### src/rtl/core/nbps_pkg.sv
// Package: shared types, codes and sizes of the NAND page and block state checker.
package nbps_pkg;

	localparam int NUM_BLOCKS_DEF    = 1024;
	localparam int PAGES_PER_BLK_DEF = 64;

	localparam int CNT_W   = 7;
	localparam int EMPTY_W = 13;

	localparam logic [2:0] MODE_READ    = 3'd0;
	localparam logic [2:0] MODE_PROGRAM = 3'd1;
	localparam logic [2:0] MODE_ERASE   = 3'd2;
	localparam logic [2:0] MODE_INVAL   = 3'd3;
	localparam logic [2:0] MODE_QUERY   = 3'd4;
	localparam logic [2:0] MODE_MARK    = 3'd5;

	localparam logic [2:0] ST_OK         = 3'd0;
	localparam logic [2:0] ST_RANGE      = 3'd1;
	localparam logic [2:0] ST_BAD        = 3'd2;
	localparam logic [2:0] ST_PROGRAMMED = 3'd3;
	localparam logic [2:0] ST_ORDER      = 3'd4;
	localparam logic [2:0] ST_LIMIT      = 3'd5;

	localparam logic [1:0] HS_GOOD    = 2'd0;
	localparam logic [1:0] HS_FACTORY = 2'd1;
	localparam logic [1:0] HS_RUNTIME = 2'd2;

	localparam logic [1:0] PS_FREE    = 2'd0;
	localparam logic [1:0] PS_VALID   = 2'd1;
	localparam logic [1:0] PS_INVALID = 2'd2;

	typedef struct packed {
		logic [2:0]  mode;
		logic [11:0] block_index;
		logic [7:0]  page_index;
	} in_item_t;

	typedef struct packed {
		logic [2:0]  status;
		logic [1:0]  page_state;
		logic [1:0]  block_state;
		logic [15:0] wear_count;
		logic [6:0]  block_valid_pages;
		logic [6:0]  block_free_pages;
		logic [10:0] bad_block_total;
		logic [10:0] empty_block_total;
		logic [16:0] valid_page_total;
		logic [31:0] read_total;
		logic [31:0] write_total;
		logic [31:0] erase_total;
	} out_item_t;

	typedef struct packed {
		logic [2:0]  mode;
		logic [11:0] blk;
		logic [7:0]  pg;
		logic        blk_ok;
		logic        pg_ok;
	} cmd_t;

	typedef struct packed {
		logic [1:0]       health;
		logic [15:0]      erase_cnt;
		logic [CNT_W-1:0] valid_cnt;
		logic [CNT_W-1:0] next_pg;
		logic [CNT_W-1:0] prog_cnt;
	} meta_t;

	typedef enum logic [1:0] {
		BS_CLEAR,
		BS_IDLE,
		BS_EXEC
	} back_state_t;

endpackage

### src/rtl/core/nbps_front.sv
// Front end: takes command beats, checks address range, queues them for the back end.
module nbps_front #(
	parameter int NUM_BLOCKS    = nbps_pkg::NUM_BLOCKS_DEF,
	parameter int PAGES_PER_BLK = nbps_pkg::PAGES_PER_BLK_DEF
) (
	input  logic               clk,
	input  logic               arst_n,
	input  logic               in_valid,
	output logic               in_stall,
	input  nbps_pkg::in_item_t in_item,
	input  logic               busy,
	output logic               q_valid,
	output nbps_pkg::cmd_t     q_head,
	input  logic               q_pop
);

	nbps_pkg::cmd_t fifo_q [2];
	logic           wptr_q;
	logic           rptr_q;
	logic [1:0]     cnt_q;
	logic           push;
	nbps_pkg::cmd_t cmd_in;

	always_comb begin
		cmd_in.mode   = in_item.mode;
		cmd_in.blk    = in_item.block_index;
		cmd_in.pg     = in_item.page_index;
		cmd_in.blk_ok = {1'b0, in_item.block_index} < 13'(NUM_BLOCKS);
		cmd_in.pg_ok  = {1'b0, in_item.page_index} < 9'(PAGES_PER_BLK);
	end

	assign in_stall = cnt_q[1] | busy;
	assign push     = in_valid & ~in_stall;
	assign q_valid  = cnt_q != 2'd0;
	assign q_head   = fifo_q[rptr_q];

	always_ff @(posedge clk) begin
		if (push) begin
			fifo_q[wptr_q] <= cmd_in;
		end
	end

	always_ff @(posedge clk or negedge arst_n) begin
		if (!arst_n) begin
			wptr_q <= 1'b0;
			rptr_q <= 1'b0;
			cnt_q  <= 2'd0;
		end else begin
			if (push) begin
				wptr_q <= ~wptr_q;
			end
			if (q_pop) begin
				rptr_q <= ~rptr_q;
			end
			cnt_q <= cnt_q + 2'(push) - 2'(q_pop);
		end
	end

endmodule

### config.mk
export PLATFORM = sky130hd
export DESIGN_NAME = nbps_front
export DESIGN_NICKNAME = d
export VERILOG_FILES = /design/src/rtl/core/nbps_pkg.sv /design/src/rtl/core/nbps_front.sv
export SDC_FILE = /design/constraint.sdc
export NUM_CORES = 1
export LEC_CHECK = 0
export ABC_AREA = 0
export BUFFER_PORTS_ARGS = -buffer_cell sky130_fd_sc_hd__buf_2
export CAP_MARGIN = 15
export CELL_PAD_IN_SITES_DETAIL_PLACEMENT = 1
export CELL_PAD_IN_SITES_GLOBAL_PLACEMENT = 2
export CORE_MARGIN = 4
export CORE_UTILIZATION = 40
export CTS_CLUSTER_SIZE = 12
export DETAILED_ROUTE_END_ITERATION = 10
export PLACE_DENSITY_LB_ADDON = 0.2
export SLEW_MARGIN = 20
export SYNTH_ARGS = -nofsm -noshare
export SYNTH_HDL_FRONTEND = slang
export SYNTH_SLANG_ARGS = --single-unit
### constraint.sdc
create_clock -name clk -period 6 [get_ports clk]
set_input_delay 0.3 -clock clk [delete_from_list [all_inputs] [get_ports clk]]
set_output_delay 0.3 -clock clk [all_outputs]
set_load 0.05 [all_outputs]
* After elaboration in Yosys (flattened, before gate mapping)
Memories as Yosys holds them, arrays and structs flattened. Cells that the tools add are included.
Word-level totals: register bits 4, bits in writable memories 50, input bits 28, memories 1, output and inout bits 27, word-level logic and storage cells 16
Operators by class: muxes and demuxes 2, reductions and logical operators 1, add/sub/neg operators 2, bitwise logic cells 5, order comparisons 2
Memory list:
- fifo_q | depth 2, bits a word 25, read ports 1, clocked after memory_dff 0, write ports 1, line nbps_front.sv:17 | nbps_pkg::cmd_t fifo_q [2];
Operator list (count):
- $lt 12x11->1 const B | 1
- $lt 8x7->1 const B | 1
- $not 1->1 | 3
- $add 2x1->2 | 1
- $mux 1 | 2
- $reduce_bool 2->1 | 1
- $sub 2x1->2 | 1
- $and 1x1->1 | 1
- $or 1x1->1 | 1

* Logic depth before layout (Yosys ltp)
Gate-level depths: netlist (run 1).
depth in word-level cells 5, gate-level depth with buffers 7, mapped depth without buffers 6

* Worst setup path after synthesis (run 1)
No wires, ideal clock.
path type register to register, start reg cnt_q[1], end mem fifo_q[0][0] (netlist bit) (enable), setup slack 3639 ps, stages on the path, launching flop included 4, arrival time 1953 ps, clock period less this slack 2361 ps, cells stage by stage dfrtp_1 -> or3b_1 -> buf_6 -> nor2_1
On the way: longest elaborated chain between the ends 5
RTL lines:
- start, declared | line nbps_front.sv:20 | logic [1:0] cnt_q;
- start signal, assigned | line nbps_front.sv:55 | cnt_q <= cnt_q + 2'(push) - 2'(q_pop);
- $or 1x1->1 | line nbps_front.sv:32 | assign in_stall = cnt_q[1] | busy;
- $not 1->1 | line nbps_front.sv:33 | assign push = in_valid & ~in_stall;
- $and 1x1->1 | line nbps_front.sv:33
- $mux 1 | line nbps_front.sv:38 | if (push) begin
- $mux 1 (implied by the code) | line nbps_front.sv:39 | fifo_q[wptr_q] <= cmd_in;
- end, declared | line nbps_front.sv:17
No other way between the ends.

==> results.md, run 1 <==
- Register area share after synthesis: 0.788
- H-tree level count: 2
- # Post-CTS Setup Buffers: 0
- Vias: approximately 1,000
- Yosys cell types: 13
- Vias in the first global route: between 1,000 and 1,500
- Layout Skew: between 0.01 and 0.015 ns
- Worst r2r src: cnt_q[1]
- Critical path class: flip-flop to output port
- Status: finished clean
- Synthesized Nets: 128
- Post-synth top area cell: edfxtp_1
- Min cycle time layout: between 1.5 and 2 ns
- Pwr per Cell Area: around 470 nW/µm²
- Starting Density: 0.422
- Crit path capture type: output port
- Clock sink count: 54
- Synth Register Bits: 54
- R2r endpoint: cnt_q[1]
- Total gr overflow: 0
- Maximum vdd drop: 0.000189 V
- Sw power: ~0.00046 W
- Setup_tns: 0 ns
- Setup-failing EPs final: 0
- Max frequency: approximately 0.50 GHz
- Cell row count: 25
- R2R depth: 6
- Power share of the sequential group: 0.434
- Area of the core: 4820 µm²
- Leak Pwr: approximately 0.93 nW
- Layout area overhead: 22.5%
- DP HPWL: roughly 2400 µm
- Nets: 188
- Maximum fanout along the worst path: 26
- CTS tree: yes
- Slew Limit Fails: 0
- DRC violations left: 0
- Post-synth top cells: edfxtp_1 (50), mux2_2 (25), dfrtp_1 (4), nor2_1 (4), buf_6 (3)
- Worst setup startpoint: rptr_q
- Post-synthesis instance total: slightly below 100
- Die area: ~6300 µm²
- Io pins: 55
- Clock transition at the registers of the reported paths: about 0.10 ns
- Worst EP arrival: approximately 1.7 ns
- Final wirelength: approximately 3400 µm
- Slew HR: 0.619
- Clk_lat worst skew: around 0.30 ns
- Final Hold Fails: 0
- Fillers: between 400 and 500
- CP endpoint: q_head[21]
- Num CTS Buffers: 5
- Critical Path RT: between 5 and 6 ns
- Routed length on met2: between 1500 and 2000 µm
- Count of buffers from port buffering: 54
- Top layer reached by signal wires: met4
- Dpl ws: around 4 ns
- Mapped Area: around 2000 µm²
- Overall Power: 0.00118 W
- Post-synth EDFFs: 50
- HP Class: primary input to flip-flop
- Gpl congestion: 0.671
- Initial antenna violation count: 0
- Overall Global Routing Usage: 0.118
- Syn_area_per_cell: a little over 20 µm²
- Post-route ant nets: 0
- Internal: around 0.00072 W
- Clock Path Buffers: 2
- Max-cap viol count: 0
- Via/cell ratio: 4.58
- RSZ-0062 raised after global routing: no
- Die width: 79.3 µm
- R2r setup slk: between 4 and 5 ns
- Largest net degree at the start of global routing: 27
- Drt pass-1 iters: 4
- Logic pwr share: 0.367
- Metal-1 WL: approximately 1300 µm
- First-pass GRT wire length: roughly 5600 µm
- Routed wire per std cell: between 10 and 15 µm
- Core Util, Final: 0.517
- Die Ht: slightly below 80 µm
- Clock power frac: 0.199
- DRT iter0 DRCs: 27
- Worst Max-Slew Pin Slew: approximately 0.57 ns
- Async S/R FF share, synth: 0.0741
- Period utilization: 0.331
- Fraction of layout cells with a size suffix above 1: 0.591
- Area contributors post-synth: edfxtp_1 (74%), mux2_2 (14%), dfrtp_1 (4.9%)
- Ant. Diodes: 0
- Top cell type's share of synthesized area: 0.738
- Ys Warns: 0
- Root Buffer Master: clkbuf_8
- Count leader, synth: edfxtp_1
- DR WL met3: about 250 µm
- Switching Fraction: 0.387
- Fin worst setup slack: between 4 and 5 ns
- Most used flip-flop cell after synthesis: edfxtp_1
- Crit path launch type: flip-flop
critical path: stages (launching register included):
cell and delay (ns):
dfrtp_2 0.75, mux2_2 0.42, buf_2 0.22
sequential cells by signal, summed over array words and instances, names as in the netlist:
| register | count |
|---|---|
| fifo_q | 50 |
| wptr_q | 1 |
| rptr_q | 1 |
| cnt_q | 2 |
cell usage in the layout, fill, tap and decap left out:
cell,count
or2_2,2
dlygate4sd3_1,1
clkinvlp_4,1
xnor2_2,1
clkbuf_8,5
or3b_1,1
nor2_1,2
clkbuf_1,1
xor2_1,1
buf_4,2
xnor2_1,2
mux2_2,25
edfxtp_1,50
bufinv_16,1
buf_2,54
dfrtp_2,1
inv_1,2
ha_1,2
dfrtp_1,3
nor2_2,2
cell families (layout without fill, tap and decap cells):
kind of cell,Yosys count,after routing,share of synthesized area
flops,54,54,0.788
mux,25,25,0.138
simple gates,7,7,0.0178
buf+inv,6,67,0.0228
xor+xnor,4,4,0.0209
fa+ha+maj,2,2,0.0123
cell type report:
cell class	instances	area, µm²	share of cell area
Clock buffer	6	72.6	0.0291
Clock inverter	2	37.5	0.0151
Inverter	2	7.51	0.00302
Multi-Input combinational cell	38	390	0.157
Sequential cell	54	1600	0.644
Tap cell	67	83.8	0.0337
Timing Repair Buffer	57	295	0.119
worst min path at each step:
stage / start / end / slack (ns) / cells after the start
6_report: in_item[11] / fifo_q[0][13] / 0.18 / 1
5_1_grt: in_item[13] / fifo_q[1][15] / 0.16 / 1
4_1_cts: in_item[11] / fifo_q[0][13] / 0.17 / 1
3_5_place_dp: arst_n / cnt_q[0] / 0.12 / 1
3_3_place_gp: arst_n / cnt_q[0] / 0.11 / 1
2_1_floorplan: arst_n / cnt_q[0] / 0.004 / 0
layer usage:
layer,vias to the layer above,GRT usage
li1,488,-
met1,510,0.133
met4,0,0.0412
met3,4,0.0420
met2,34,0.206
met5,-,0
stage by stage:
| step | instances | hold slack (ns) | cell area [µm²] |
|---|---|---|---|
| 6_report | 226 | 0.180 | 2490 |
| 5_1_grt | 226 | 0.162 | 2490 |
| 4_1_cts | 226 | 0.170 | 2490 |
| 3_5_place_dp | 217 | 0.119 | 2370 |
| 3_3_place_gp | 217 | 0.112 | 2370 |
| 2_1_floorplan | 98 | 0.00441 | 2030 |
timing repair:
item                                   in CTS  in global routing
gates resized for setup                     0                  0
hold buffers                                1                  0
endpoints found under the hold margin       4                  0
power by group through the flow:
stage / logic, W / registers, W / clock network, W
after floorplan: 0.000395 / 0.000484 / 0
after global placement: 0.000436 / 0.000520 / 0
after detailed placement: 0.000441 / 0.000524 / 0
after CTS: 0.000443 / 0.000515 / 0.000244
after global routing: 0.000457 / 0.000522 / 0.000261
final: 0.000433 / 0.000512 / 0.000235
(Power assumes the default switching activity.)
==> run 2: changes to the inputs <==
CORE_UTILIZATION = 37   (was 40)
clock period = 1.84 ns   (was 6 ns; I/O delays follow)
==> results.md, run 2 (synthesis results as in run 1) <==
- Status: finished clean
- Core Util, Final: 0.525
- Vias in the first global route: about 1,300
- Crit path capture type: flip-flop
- DRT iter0 DRCs: 31
- Worst EP arrival: slightly below 2 ns
- Gpl congestion: 0.623
- Top flop regs: fifo_q x50, cnt_q x2
- Layout Skew: about 0.0072 ns
- Root Buffer Master: clkbuf_8
- Overall Power: roughly 0.0038 W
- Starting Density: 0.391
- Nets: between 200 and 250
- Reg area: between 1500 and 2000 µm²
- DR WL met3: between 200 and 300 µm
- Slew Limit Fails: 0
- Crit path launch type: flip-flop
- Fraction of layout cells with a size suffix above 1: 0.513
- Critical Path RT: 2.07 ns
- Multi-input gate area: about 400 µm²
- R2R depth: 6
- Hold_buf cts: 24
- Maximum vdd drop: 0.000646 V
- Hold endpoint: fifo_q[1][20]
- RSZ-0062 raised after global routing: no
- Cell row count: 26
- Clk_lat worst skew: about 0.30 ns
- DP HPWL: between 2000 and 3000 µm
- Fillers: 520
- Via/cell ratio: between 4 and 5
- Initial antenna violation count: 0
- Min cycle time layout: 1.70 ns
- Vias: ~1,100
- Hold path start: in_item[18]
- Most common cell after layout, fill and taps aside: buf_2
- H-tree level count: 2
- Io pins: 55
- Sw power: between 0.0015 and 0.002 W
- R2r setup slk: ~0.14 ns
- Clock power frac: 0.164
- Drt pass-1 iters: 4
- Clock Path Buffers: 2
- Post-route ant nets: 0
- DRC violations left: 0
- Routed wire per std cell: roughly 15 µm
- Biggest register: fifo_q
- Clock sink count: 54
- R2r endpoint: cnt_q[1]
- Die width: 82.1 µm
- Most frequent cells in the layout: buf_2 (54), edfxtp_1 (50), mux2_2 (25), dlygate4sd3_1 (24), buf_4 (7)
- Leak Pwr: about 1.0 nW
- Period utilization: 0.924
- Metal-1 WL: 1550 µm
- Max reg flops: 50
- Ant. Diodes: 0
- # Post-CTS Setup Buffers: 0
- Slew HR: 0.810
- Switching Fraction: 0.398
- Clock transition at the registers of the reported paths: around 0.090 ns
- Overall Global Routing Usage: 0.126
- Logic pwr share: 0.425
- Setup-failing EPs final: 0
- Worst r2r src: cnt_q[1]
- Final wirelength: roughly 3800 µm
- Count of buffers from port buffering: 54
- Pwr per Cell Area: about 1400 nW/µm²
- Total gr overflow: 0
- Max frequency: slightly below 0.6 GHz
- Worst Max-Slew Pin Slew: between 0.2 and 0.3 ns
- CTS tree: yes
- WHS Path Cells: 1
- HP Class: primary input to flip-flop
- Top layer reached by signal wires: met4
- Die area: 6750 µm²
- Largest net degree at the start of global routing: 21
- Post_cts resized: 0
- Power share of the sequential group: 0.411
- Internal: between 0.002 and 0.0025 W
- First-pass GRT wire length: between 6000 and 7000 µm
- Final hold slack: approximately 0.015 ns
- Layout area overhead: 34.3%
- Area of the core: between 5000 and 6000 µm²
- Die Ht: a little over 80 µm
- Maximum fanout along the worst path: 4
- Final Hold Fails: 0
- Max-cap viol count: 0
- Critical path class: flip-flop to flip-flop
- Num CTS Buffers: 5
- Routed length on met2: 1980 µm
-- run 2: changes by cell type in the layout (fill, tap and decap cells not counted) --
cell           previous run  this run
dfrtp_1                   3         4
clkinvlp_4                1         0
dfrtp_2                   1         0
dlygate4sd3_1             1        24
bufinv_16                 1         0
buf_4                     2         7
clkbuf_1                  1         3
-- run 2: power groups by stage --
stage / clock (W) / sequential [W] / combinational, W
floorplan: 0 / 0.00158 / 0.00129
global placement: 0 / 0.00159 / 0.00158
detailed placement: 0 / 0.00160 / 0.00160
CTS: 0.000645 / 0.00157 / 0.00164
global route: 0.000700 / 0.00158 / 0.00171
finish: 0.000627 / 0.00157 / 0.00162
-- run 2: routing by layer --
| layer | global-route usage | vias up |
|---|---|---|
| met5 | 0 | - |
| met4 | 0.0399 | 0 |
| met3 | 0.0434 | 5 |
| met2 | 0.222 | 38 |
| met1 | 0.142 | 544 |
| li1 | - | 544 |
-- run 2: layout make-up --
class,instances,share of cell area
Tap cell,70,0.0321
Clock buffer,8,0.0293
Multi-Input combinational cell,38,0.143
Inverter,2,0.00275
Timing Repair Buffer,85,0.206
Sequential cell,54,0.587
-- run 2: critical path: stages (launching register included) --
cell,delay [ns]
dfrtp_1,0.42
or3b_1,0.39
ha_1,0.28
inv_1,0.04
ha_1,0.18
xnor2_1,0.18
xnor2_1,0.14
-- run 2: worst max-delay path by stage --
| stage | startpoint | cells after the start | endpoint |
|---|---|---|---|
| floorplan | cnt_q[1] | 3 | fifo_q[1][0] |
| global placement | cnt_q[1] | 6 | cnt_q[1] |
| detailed placement | cnt_q[1] | 6 | cnt_q[1] |
| CTS | cnt_q[1] | 6 | cnt_q[1] |
| global route | cnt_q[1] | 6 | cnt_q[1] |
| finish | cnt_q[1] | 6 | cnt_q[1] |
-- run 2: metrics by stage --
| stage | TNS [ns] | cells | setup slack (ns) | cell area [µm²] |
|---|---|---|---|---|
| finish | 0 | 257 | 0.140 | 2730 |
| detailed placement | 0 | 225 | 0.149 | 2410 |
| floorplan | -4.77 | 98 | -0.0954 | 2040 |
| global placement | 0 | 225 | 0.206 | 2410 |
| global route | 0 | 257 | 0.0331 | 2730 |
| CTS | 0 | 257 | 0.122 | 2730 |
==> run 3: changes to the inputs <==
MAX_ROUTING_LAYER = met4   (was not set)
==> results.md, run 3 (synthesis results as in run 1) <==
- H-tree level count: 2
- Max-cap viol count: 0
- Io pins: 55
- First-pass GRT wire length: 6190 µm
- Area after DPL: about 2400 µm²
- Fillers: between 500 and 600
- DR WL met3: around 240 µm
- Period utilization: 0.925
- Root Buffer Master: clkbuf_8
- Clk_lat worst skew: around 0.30 ns
- Vias: between 1,000 and 1,500
- Worst Max-Slew Pin Slew: ~0.29 ns
- Crit path capture type: flip-flop
- Max frequency: 0.588 GHz
- HP Class: primary input to flip-flop
- Final Hold Fails: 0
- Most common cell after layout, fill and taps aside: buf_2
- Area of the core: roughly 5200 µm²
- Total gr overflow: 0
- Cell row count: 26
- DP HPWL: roughly 2700 µm
- Logic pwr share: 0.425
- Max reg flops: 50
- CTS tree: yes
- Fraction of layout cells with a size suffix above 1: 0.513
- Reg area: about 1600 µm²
- Die Ht: ~82 µm
- Top flop regs: fifo_q x50, cnt_q x2
- Switching Fraction: 0.398
- Finished Cell Area: about 2700 µm²
- Clock sink count: 54
- Worst EP arrival: between 1.5 and 2 ns
- Drt pass-1 iters: 4
- Final wirelength: 3850 µm
- Sw power: about 0.0015 W
- Ant. Diodes: 0
- Critical Path RT: 2.07 ns
- Routed wire per std cell: approximately 15 µm
- Non-Filler Instances: roughly 260
- RSZ-0062 raised after global routing: no
- Leak Pwr: around 1.0 nW
- Vias in the first global route: between 1,000 and 1,500
- Crit path launch type: flip-flop
- Top layer reached by signal wires: met4
- Layout Skew: between 0.007 and 0.008 ns
- Nets: 216
- Pwr per Cell Area: approximately 1400 nW/µm²
- Clock transition at the registers of the reported paths: approximately 0.09 ns
- Layout area overhead: 34.3%
- Post-route ant nets: 0
- Critical path class: flip-flop to flip-flop
- Via/cell ratio: about 4.4
- Largest net degree at the start of global routing: 21
- Maximum fanout along the worst path: 4
- Placed cell count: between 200 and 250
- Maximum vdd drop: between 0.0006 and 0.0007 V
- Gpl congestion: around 0.63
- Multi-input gate area: around 400 µm²
- Overall Global Routing Usage: 0.129
- Metal-1 WL: around 1600 µm
- Clock Path Buffers: 2
- DRC violations left: 0
- Clock power frac: 0.165
- Most frequent cells in the layout: buf_2 (54), edfxtp_1 (50), mux2_2 (25), dlygate4sd3_1 (24), buf_4 (7)
- Die width: approximately 82 µm
- Power share of the sequential group: 0.411
- Count of buffers from port buffering: 54
- Slew Limit Fails: 0
- Min cycle time layout: about 1.7 ns
- Initial antenna violation count: 0
- Starting Density: 0.391
- Biggest register: fifo_q
- Setup-failing EPs final: 0
- Num CTS Buffers: 5
- Die area: approximately 6700 µm²
- Internal: 0.00230 W
- Status: finished clean
- Routed length on met2: around 2000 µm
- DRT iter0 DRCs: 31
- Slew HR: 0.810
## run 3: routing by layer
metal | global-route usage | up-vias
met5 | - | -
met1 | 0.146 | 546
met3 | 0.0380 | 5
met4 | 0.0399 | 0
met2 | 0.222 | 38
li1 | - | 544
## run 3: worst max-delay path: stages (launching register included)
cell     delay [ns]
dfrtp_1        0.43
or3b_1         0.39
ha_1           0.28
inv_1          0.04
ha_1           0.18
xnor2_1        0.18
xnor2_1        0.14
## run 3: path summary, 6_finish.rpt
check                             from       endpoint  cells after the start  slack, ns
min reg2reg                   cnt_q[0]       cnt_q[0]                      1       0.51
min in group asynchronous       arst_n         wptr_q                      2       0.11
min                        in_item[18]  fifo_q[1][20]                      1       0.01
max reg2reg                   cnt_q[1]       cnt_q[1]                      6       0.14
max in group asynchronous       arst_n         rptr_q                      2       1.60
max                           cnt_q[1]       cnt_q[1]                      6       0.14
## run 3: cell type report
class                   count  area share
flip-flops and latches     54       0.587
repair buffers             85       0.206
multi-input cells          38       0.143
well taps                  70      0.0321
clock buffers               8      0.0293
inverters                   2     0.00275
## run 3: power groups by stage
stage,logic (W),registers [W],clock network (W)
after floorplan,0.00129,0.00158,0
after global placement,0.00158,0.00159,0
after detailed placement,0.00160,0.00160,0
after CTS,0.00164,0.00157,0.000645
after global routing,0.00171,0.00158,0.000700
final,0.00162,0.00157,0.000628
## run 3: timing repair
item                      CTS  global route
hold buffers               24             0
resized for setup           0             0
hold endpoints to repair   49             0
setup buffers               0             0
## run 3: metrics by stage
step	TNS [ns]	power (W)	utilization	hold slack [ns]	setup WS [ns]
final	0	0.00382	0.525	0.0139	0.138
after global routing	0	0.00399	0.525	0.00382	0.0331
after detailed placement	0	0.00320	0.463	-0.0885	0.149
after global placement	0	0.00317	0.463	-0.0937	0.206
after CTS	0	0.00386	0.525	0.00299	0.122
after floorplan	-4.77	0.00287	-	-0.204	-0.0954
